--- src/design/piecewise_cubic_curve_evaluator_assert.svh ---
// ----------------------------------------------------------------------------
// Assertion macros for the piecewise cubic curve evaluator
// Concurrent checks on the design's own clock; empty in synthesis.
// ----------------------------------------------------------------------------
`ifndef PIECEWISE_CUBIC_CURVE_EVALUATOR_ASSERT_SVH
`define PIECEWISE_CUBIC_CURVE_EVALUATOR_ASSERT_SVH

`ifndef SYNTHESIS

// check while out of reset
`define PCCE_ASSERT(lbl, clk, rst_n, prop) \
    lbl: assert property (@(posedge clk) disable iff (!rst_n) prop) \
        else $error("pcce assertion failed");

// check that also spans the reset itself
`define PCCE_ASSERT_RST(lbl, clk, prop) \
    lbl: assert property (@(posedge clk) prop) \
        else $error("pcce reset assertion failed");

`else

`define PCCE_ASSERT(lbl, clk, rst_n, prop)
`define PCCE_ASSERT_RST(lbl, clk, prop)

`endif

`endif

--- src/design/pcce_pkg.sv ---
// ----------------------------------------------------------------------------
// pcce_pkg
// Shared widths, opcodes, key record and saturating fixed-point helpers.
// ----------------------------------------------------------------------------
package pcce_pkg;

    localparam int DATA_W        = 32;
    localparam int DEF_MAX_KEYS  = 16;
    localparam int DEF_FRAC_BITS = 16;
    localparam int OPC_W         = 2;
    localparam int KIDX_W        = 4;
    localparam int KEYS_W        = 5;
    localparam int S_TDATA_W     = 200;  // 196 bits of fields, padded to bytes
    localparam int M_TDATA_W     = 32;

    localparam logic [OPC_W-1:0] OP_WRITE = 2'd0;
    localparam logic [OPC_W-1:0] OP_EVAL  = 2'd1;
    localparam logic [OPC_W-1:0] OP_MAX   = 2'd2;

    typedef struct packed {
        logic signed [DATA_W-1:0] tm;
        logic signed [DATA_W-1:0] cub;
        logic signed [DATA_W-1:0] quad;
        logic signed [DATA_W-1:0] lin;
        logic signed [DATA_W-1:0] cst;
    } t_key;

    localparam int KEY_W = $bits(t_key);

    typedef struct packed {
        logic signed [DATA_W-1:0] value;
        logic                     sat;
    } t_fx_res;

    // clamp a wide signed value to 32 bits, flag if clamped
    function automatic t_fx_res fx_clamp(input logic signed [63:0] v);
        t_fx_res r;
        if (v > 64'sd2147483647) begin
            r.value = 32'sh7FFF_FFFF;
            r.sat   = 1'b1;
        end else if (v < -64'sd2147483648) begin
            r.value = 32'sh8000_0000;
            r.sat   = 1'b1;
        end else begin
            r.value = v[DATA_W-1:0];
            r.sat   = 1'b0;
        end
        return r;
    endfunction

    function automatic t_fx_res fx_add(input logic signed [DATA_W-1:0] a,
                                       input logic signed [DATA_W-1:0] b);
        logic signed [DATA_W:0] s;
        s = 33'(a) + 33'(b);
        return fx_clamp(64'(s));
    endfunction

endpackage

--- src/design/pcce_ram.sv ---
// ----------------------------------------------------------------------------
// pcce_ram
// Generic single-port-write, single-port-read RAM with registered read data.
// ----------------------------------------------------------------------------
module pcce_ram #(
    parameter int WIDTH = pcce_pkg::KEY_W,
    parameter int DEPTH = pcce_pkg::DEF_MAX_KEYS
) (
    input  logic                     i_clk,
    input  logic                     i_we,
    input  logic [$clog2(DEPTH)-1:0] i_waddr,
    input  logic [WIDTH-1:0]         i_wdata,
    input  logic [$clog2(DEPTH)-1:0] i_raddr,
    output logic [WIDTH-1:0]         o_rdata
);

    logic [WIDTH-1:0] r_mem [DEPTH];
    logic [WIDTH-1:0] r_rdata;

    always_ff @(posedge i_clk) begin
        if (i_we) begin
            r_mem[i_waddr] <= i_wdata;
        end
        r_rdata <= r_mem[i_raddr];
    end

    assign o_rdata = r_rdata;

endmodule

--- config.mk ---
export PLATFORM = sky130hd
export DESIGN_NAME = pcce_ram
export DESIGN_NICKNAME = d
export VERILOG_FILES = /design/src/design/piecewise_cubic_curve_evaluator_assert.svh /design/src/design/pcce_pkg.sv /design/src/design/pcce_ram.sv
export SDC_FILE = /design/constraint.sdc
export NUM_CORES = 2
export LEC_CHECK = 0
export BUFFER_PORTS_ARGS = -buffer_cell sky130_fd_sc_hd__buf_2
export CORE_MARGIN = 2
export CORE_UTILIZATION = 50
export DETAILED_ROUTE_END_ITERATION = 6
export GPL_ROUTABILITY_DRIVEN = 0
export HOLD_SLACK_MARGIN = 0.12
export PLACE_DENSITY = 0.65
export SYNTH_ARGS = -nofsm -noshare
export SYNTH_HDL_FRONTEND = slang
export SYNTH_SLANG_ARGS = --single-unit
--- constraint.sdc ---
create_clock -name i_clk -period 23.6 [get_ports i_clk]
set_input_delay 4.72 -clock i_clk [delete_from_list [all_inputs] [get_ports i_clk]]
set_output_delay 4.72 -clock i_clk [all_outputs]
set_load 0.03 [all_outputs]
==> out/results.ini <==
[grt]
grtUsageTotal_pct = 22.73
grt_first_pass_wirelength_um = 331300
antenna_found_initial = 64
grt_pass1_vias = 47150
overflow = 0
grt_max_degree = 113

[synthesis]
synth.largest_area_cell = edfxtp_1
avgSynthCellArea_um2 = 23.69
netlist.area_leader.share_pct = 77.42
synth_area_leaders = edfxtp_1, mux4_2, dfxtp_1
synth_cell_types = 27
synth_seq_cells = 2720
yosys_warnings = 0
yosysSeqAreaShare_pct = 80.64
synthCells = 4191
syn_area_um2 = 99300
syn-num-nets = 4361

[detailed_routing]
wirelength_um = 229900
avgRoutedWirePerCell_um = 30.43
viasPerCell = 6.047
postRouteAntennaNets = 0
num_vias = 45680
drt_first_iter_violations = 4531
drc = 0
met2WireLength_um = 114400
firstDrtPassIters = 7
top_layer = met5
wl_met3_um = 15870
wl_met1_um = 92710

[hold_path]
hold_class = flip-flop to flip-flop

[timing]
fin_setup_tns_ps = 0
drv_slew = 0
setup_viol = 0
relSlewSlack_pct = 19.83
rsz0062_at_grt = no
finalCritPeriodShare_pct = 37.84
max_freq_mhz = 112.0
fin_crit_ps = 8931
setup_ws_ps = 14670
hold_viol = 0
skew_ps = 62.33
tightest_slew_ps = 1200

[critical_path]
crit_top_cell = buf_4
path_cells = buf_8 > buf_12 > buf_4 > buf_12 > buf_4 > buf_4 > mux4_2 > a22oi_1 > nand2_1
cpMaxStageDelayCell = buf_4
critPathKind = input pin to flip-flop
worstPathMaxFanout = 101
start_kind = input pin
arrival_ps = 9680
crit_path_max_incr_delay_ps = 740
cp.buffers_inverters = 6
cp-end-kind = flip-flop
crit_family = buffers and inverters
worstPathRequired_ps = 24350

[final_layout]
multiInputGateArea_um2 = 18290
stdcell_count = 7554
final_cell_mix = edfxtp_1, mux4_2, buf_2
final.fill_count = 14240
drive_gt1_share_pct = 30.97
layout_commonest_cell = edfxtp_1
syn2layout_area_growth_pct = 14.07
regArea_um2 = 80080
final_nets = 4856

[floorplanning]
die_w_um = 449.6
fp-row-count = 163
fp.coreArea_um2 = 197400
dieArea_um2 = 202200
die_y_um = 449.6
ios = 330
start_util_pct = 50.30

[clock_tree]
hold_buffers = 0
cts-resized-gates = 0
cts_htree_levels = 5
cts_root_buf = clkbuf_16
clk_path_buf_depth = 4
post-cts-setup-buffers = 0
cts_buffers = 288
cts.clk_slew.worst_paths_ps = 60
cts.sinks = 2720
cts_tree = yes
clock_latency_ps = 920

[placement]
dp_hpwl_um = 111200
dpl.cell_count = 7036
numPortBuffers = 329
dp_slack_ps = 13570

[power_and_ir_drop]
ir_drop_uv = 68.96
p_per_area_nw_per_um2 = 90.93
p_leak_nw = 36.39

[outcome]
status = complete, no violations

[job]
cap_violations = 0

[sequential cells by signal, indices dropped and copies added (netlist names)]
signal / count
r_mem: 2560
o_rdata: 160
[synth_stat cells (all sizes together)]
master  instances
edfxtp       2560
mux4          595
a22oi         266
dfxtp         160
buf           142
nand2         117
mux2           81
clkbuf         80
mux2i          35
nor2b          34
o221ai         28
nand2b         21
o21ai          19
a221oi         17
nor2           15
o22a            9
nor3            4
and2            3
nand3b          2
nand3           1
or2             1
or3b            1
[path summary, 6_finish.rpt]
path / startpoint / endpoint / slack (ps) / depth (start not counted)
setup reg to reg: r_mem[7][87]$_DFFE_PP_ / o_rdata[87]$_DFF_P_ / 22150 / 3
setup / recovery: i_raddr[0] / o_rdata[85]$_DFF_P_ / 14670 / 9
hold / removal: r_mem[4][88]$_DFFE_PP_ / o_rdata[88]$_DFF_P_ / 640 / 3
hold reg to reg: r_mem[4][88]$_DFFE_PP_ / o_rdata[88]$_DFF_P_ / 640 / 3
[layout make-up]
type                            count  area share (%)
Timing Repair Buffer              427           2.231
Tap cell                         2640           2.916
Clock buffer                      403           7.095
Sequential cell                  2720           70.69
Antenna cell                       13         0.02872
Clock inverter                    102          0.8892
Multi-Input combinational cell   1249           16.15
[stage by stage]
step | hold WS, ps | cell area [µm²] | total power, W | utilization (%)
floorplan | 634.9 | 99300 | 0.005865 | -
detailed placement | 650.6 | 104200 | 0.006076 | 52.78
CTS | 649.4 | 113200 | 0.01039 | 57.36
finish | 641.2 | 113300 | 0.01030 | 57.38
global route | 677.3 | 113300 | 0.01062 | 57.38
global placement | 648.9 | 104200 | 0.006063 | 52.78
[routing by layer]
metal	track usage, %	vias to the layer above
met2	36.87	1715
met1	31.31	24620
met5	0	-
met4	7.330	28
li1	-	18910
met3	4.523	406
[worst min-delay path, stage by stage (launching register included)]
cell	delay [ps]
edfxtp_1	310
mux4_2	220
a22oi_1	60
nand2_1	60
[power by group]
group	switching, W	total (W)	internal, W
clock network	0.00176	0.00433	0.00258
registers	0.0000387	0.00544	0.00540
logic	0.000337	0.000525	0.000189
total	0.00213	0.0103	0.00817
[logic make-up after synthesis]
family	count (synthesis)	share of synthesized area [%]
and+or+nand+nor	199	0.9223
DFF	2720	80.64
muxes	711	14.77
AOI/OAI and AO/OA	339	2.583
buffers and inverters	222	1.087
Power figures use the tool's default switching activity.
