`config.mk`:
```
export PLATFORM = sky130hd
export DESIGN_NAME = pcce_fxmul
export DESIGN_NICKNAME = d
export VERILOG_FILES = /design/src/design/piecewise_cubic_curve_evaluator_assert.svh /design/src/design/pcce_pkg.sv /design/src/design/pcce_fxmul.sv
export SDC_FILE = /design/constraint.sdc
export NUM_CORES = 2
export LEC_CHECK = 0
export ABC_AREA = 1
export BUFFER_PORTS_ARGS = -buffer_cell sky130_fd_sc_hd__clkbuf_2
export CAP_MARGIN = 5
export CELL_PAD_IN_SITES_DETAIL_PLACEMENT = 2
export CELL_PAD_IN_SITES_GLOBAL_PLACEMENT = 2
export CORE_MARGIN = 2
export CORE_UTILIZATION = 44
export DETAILED_ROUTE_END_ITERATION = 6
export PLACE_DENSITY_LB_ADDON = 0.1
export REMOVE_ABC_BUFFERS = 1
export SLEW_MARGIN = 25
export SYNTH_ARGS = -nofsm -noshare
export SYNTH_HDL_FRONTEND = slang
export SYNTH_SLANG_ARGS = --single-unit
```
`constraint.sdc`:
```
create_clock -name i_clk -period 23.8 [get_ports i_clk]
set_clock_uncertainty 0.05 [all_clocks]
set_input_delay 4.76 -clock i_clk [delete_from_list [all_inputs] [get_ports i_clk]]
set_output_delay 4.76 -clock i_clk [all_outputs]
set_load 0.01 [all_outputs]
```
`src/design/piecewise_cubic_curve_evaluator_assert.svh`:
```
// ----------------------------------------------------------------------------
// Assertion macros for the piecewise cubic curve evaluator
// Concurrent checks on the design's own clock; empty in synthesis.
// ----------------------------------------------------------------------------
`ifndef PIECEWISE_CUBIC_CURVE_EVALUATOR_ASSERT_SVH
`define PIECEWISE_CUBIC_CURVE_EVALUATOR_ASSERT_SVH

`ifndef SYNTHESIS

// check while out of reset
`define PCCE_ASSERT(lbl, clk, rst_n, prop) \
    lbl: assert property (@(posedge clk) disable iff (!rst_n) prop) \
        else $error("pcce assertion failed");

// check that also spans the reset itself
`define PCCE_ASSERT_RST(lbl, clk, prop) \
    lbl: assert property (@(posedge clk) prop) \
        else $error("pcce reset assertion failed");

`else

`define PCCE_ASSERT(lbl, clk, rst_n, prop)
`define PCCE_ASSERT_RST(lbl, clk, prop)

`endif

`endif

```
`src/design/pcce_pkg.sv`:
```
// ----------------------------------------------------------------------------
// pcce_pkg
// Shared widths, opcodes, key record and saturating fixed-point helpers.
// ----------------------------------------------------------------------------
package pcce_pkg;

    localparam int DATA_W        = 32;
    localparam int DEF_MAX_KEYS  = 16;
    localparam int DEF_FRAC_BITS = 16;
    localparam int OPC_W         = 2;
    localparam int KIDX_W        = 4;
    localparam int KEYS_W        = 5;
    localparam int S_TDATA_W     = 200;  // 196 bits of fields, padded to bytes
    localparam int M_TDATA_W     = 32;

    localparam logic [OPC_W-1:0] OP_WRITE = 2'd0;
    localparam logic [OPC_W-1:0] OP_EVAL  = 2'd1;
    localparam logic [OPC_W-1:0] OP_MAX   = 2'd2;

    typedef struct packed {
        logic signed [DATA_W-1:0] tm;
        logic signed [DATA_W-1:0] cub;
        logic signed [DATA_W-1:0] quad;
        logic signed [DATA_W-1:0] lin;
        logic signed [DATA_W-1:0] cst;
    } t_key;

    localparam int KEY_W = $bits(t_key);

    typedef struct packed {
        logic signed [DATA_W-1:0] value;
        logic                     sat;
    } t_fx_res;

    // clamp a wide signed value to 32 bits, flag if clamped
    function automatic t_fx_res fx_clamp(input logic signed [63:0] v);
        t_fx_res r;
        if (v > 64'sd2147483647) begin
            r.value = 32'sh7FFF_FFFF;
            r.sat   = 1'b1;
        end else if (v < -64'sd2147483648) begin
            r.value = 32'sh8000_0000;
            r.sat   = 1'b1;
        end else begin
            r.value = v[DATA_W-1:0];
            r.sat   = 1'b0;
        end
        return r;
    endfunction

    function automatic t_fx_res fx_add(input logic signed [DATA_W-1:0] a,
                                       input logic signed [DATA_W-1:0] b);
        logic signed [DATA_W:0] s;
        s = 33'(a) + 33'(b);
        return fx_clamp(64'(s));
    endfunction

endpackage

```
`src/design/pcce_fxmul.sv`:
```
// ----------------------------------------------------------------------------
// pcce_fxmul
// Fixed-point multiply: registered 32x32 product, then floor shift and clamp.
// ----------------------------------------------------------------------------
module pcce_fxmul #(
    parameter int FRAC_BITS = pcce_pkg::DEF_FRAC_BITS
) (
    input  logic                               i_clk,
    input  logic signed [pcce_pkg::DATA_W-1:0] i_a,
    input  logic signed [pcce_pkg::DATA_W-1:0] i_b,
    output pcce_pkg::t_fx_res                  o_res
);

    logic signed [2*pcce_pkg::DATA_W-1:0] w_prod;
    logic signed [2*pcce_pkg::DATA_W-1:0] r_prod;
    logic signed [2*pcce_pkg::DATA_W-1:0] w_shift;

    assign w_prod = i_a * i_b;

    always_ff @(posedge i_clk) begin
        r_prod <= w_prod;
    end

    // arithmetic shift rounds toward minus infinity
    assign w_shift = r_prod >>> FRAC_BITS;
    assign o_res   = pcce_pkg::fx_clamp(w_shift);

endmodule

```
==> results.md <==
- Multi-input gate area: 0.0317 mm2
- Reg with most FFs: r_prod
- Multiplexer share of the synthesized area: 0
- Layout cells sized above 1: 0.0436
- Flip-flop and latch area: 961 um2
- Hold Path Class: input port to register
- Die span in y: 304 um
- Grt total ovfl: 0
- PnR worst setup slack: 11.10 ns
- CTS tree: yes
- Hold buffers post-CTS: 0
- Syn Inst Count: 5082
- Post-synth cell types: 31
- Setup WS pre-CTS: 10.74 ns
- Synth-to-layout area growth: 4.71%
- CP Max Fanout: 32
- Synth Area in Adders: 0.602
- Nets@finish: 6372
- Routed via count: 31900
- Vias in the first global route: 40100
- Clock slew at reported path FFs: roughly 0.070 ns
- Avg Inst Size Synth: a little under 8 um2
- Final worst path period share: 0.533
- Detailed Route Iter0 Violations: 1358
- Maximum clock rate: 78.8 MHz
- Post-Route WL: 148000 um
- Endpoint class of the critical path: register
- Core area: roughly 0.090 mm2
- Clk buf depth: 2
- Post-synthesis sequential area ratio: 0.0242
- Post-synthesis compound-gate area fraction: 0.0173
- Detail Route Antenna Nets: 0
- Max-slew headroom: 0.245
- Initial antenna violation count: 0
- Die area: a little over 0.09 mm2
- Yosys Warn Count: 0
- Final design utilization: 0.463
- Final period demand of the worst path: ~13 ns
- Clock root buffer: clkbuf_16
- Critical path capture point: r_prod[56]$_DFF_P_
- CP required: 23.97 ns
- Fin. Hold Viols: 0
- Fin Setup TNS: 0 ns
- Vias/cell: about 5
- Worst-margin pin slew: 1.13 ns
- Mapped cell area: ~0.040 mm2
- Synth Area in XOR/XNOR: 0.00662
- # diodes: 0
- Status: completed
- Pin count of the biggest net entering global routing: 33
- TritonRoute pass-1 iters: 5
- Hpwl dp: 128000 um
- Most frequent cells in the layout: inv_1, nand2_1, fa_1, ha_1, nor2_1
- Rows: 110
- Worst setup path startpoint: i_b[5]
- Setup Crit Path Kind: input port to register
- First-pass GRT wire length: 235000 um
- Max Cap Viol: 0
- Wire per inst: 23.7 um
- Die X-Extent: 304 um
- Post-cts gate resize count: 0
- IO Pins: 98
- Largest registers: r_prod x48
- Flops & latches, synth: 48
- IO Port Bufs: 97
- Worst Setup Start Kind: input port
- H-tree depth: 2
- Num CTS Buffers: 5
- FILL cells: 10500
- GRT Util Overall: 0.333
- Routability cong.: approximately 0.94
- Max-slew violations: 0
- DRC Markers: 0
- Final setup fails: 0
- Starting density of the core: 0.442
- Post-CTS setup buffer count: 0
- Main combinational cell family by area after synthesis: adder cells
- Clk sinks: 48
- Simple-gate share of the synthesized area: 0.173
- CP arrival: about 13 ns
- Number of flip-flops in the largest register: 48
- Most common cell after layout, fill and taps aside: inv_1
- Unrepaired setup endpoints after global routing: false
==> per-layer routing <==
layer / share of wire / GRT usage / vias up / wire [um]
li1: - / - / 13800 / -
met1: 0.39 / 0.399 / 17100 / 58300
met2: 0.54 / 0.634 / 710 / 79900
met3: 0.032 / 0.0262 / 265 / 4680
met4: 0.033 / 0.0984 / 0 / 4840
met5: 0 / 0 / - / 0
==> worst min path at each step <==
stage | startpoint | end | depth (start not counted)
floorplan | r_prod[63]$_DFF_P_ | o_res[32] | 0
global placement | r_prod[40]$_DFF_P_ | o_res[25] | 3
detailed placement | r_prod[16]$_DFF_P_ | o_res[1] | 3
CTS | i_a[1] | r_prod[41]$_DFF_P_ | 9
global route | i_a[1] | r_prod[41]$_DFF_P_ | 9
finish | i_a[1] | r_prod[41]$_DFF_P_ | 9
==> metrics by stage <==
stage	cell area (um2)	instances	hold slack, ns
after floorplan	38900	4883	5.04
after global placement	41300	6213	5.19
after detailed placement	41300	6213	5.20
after CTS	41500	6221	5.49
after global routing	41600	6223	5.58
final	41600	6223	5.49
==> area by class of cell <==
type | count | share of cell area
clock buffers | 7 | 0.00367
multi-input cells | 3165 | 0.763
clock inverters | 1 | 0.000722
well taps | 1176 | 0.0354
flip-flops and latches | 48 | 0.0231
repair buffers | 156 | 0.0231
inverters | 1670 | 0.151
==> Yosys cell counts <==
library cell,instances,area share
dfxtp_1,48,0.024
nand2_1,1465,0.14
xor2_1,24,0.0053
clkbuf_1,193,0.018
nor2_1,132,0.012
nand3_1,59,0.0074
nor2_4,4,0.0011
nor4_1,10,0.0016
or2_2,7,0.0011
o21ai_1,4,0.00050
a21o_1,1,0.00019
o21bai_1,11,0.0021
nand2_2,15,0.0024
nor4_4,1,0.00054
buf_2,6,0.00076
nand4_1,18,0.0028
nand3b_1,2,0.00038
o21ai_0,35,0.0044
nand2b_1,1,0.00016
nor2_2,15,0.0024
ha_1,180,0.057
and3_1,1,0.00016
nor3_2,1,0.00025
nor3_1,10,0.0013
inv_1,1661,0.16
fa_1,1081,0.55
xnor2_1,6,0.0013
inv_2,9,0.00085
nor4_2,2,0.00063
a21oi_1,79,0.010
o21a_1,1,0.00019
==> logic make-up (layout without fill, tap and decap cells) <==
logic type / after synthesis / in the layout
AO/OA/AOI/OAI: 131 / 131
XOR/XNOR: 30 / 30
adder cells (fa/ha/maj): 1261 / 1261
buffers and inverters: 1869 / 1834
flip-flops: 48 / 48
AND/OR/NAND/NOR: 1743 / 1743
==> critical path, stage by stage <==
cell      delay [ns]
clkbuf_2        0.10
buf_4           0.40
nand2_1         0.22
inv_1           0.16
fa_1            0.44
inv_1           0.26
fa_1            0.47
inv_1           0.24
fa_1            0.50
fa_1            0.90
inv_1           0.43
fa_1            0.63
inv_1           0.08
fa_1            0.55
inv_1           0.07
fa_1            0.48
inv_1           0.06
fa_1            0.47
ha_1            0.40
nand2_1         0.12
nor2_1          0.18
inv_1           0.10
nor3_1          0.25
nand2_1         0.12
nor3_1          0.20
nand2_2         0.09
nand3_1         0.07
nand2_1         0.05
Power is left out: the tool's default activity adds up to more than one toggle a clock period on the data nets, which glitch-free logic cannot reach.
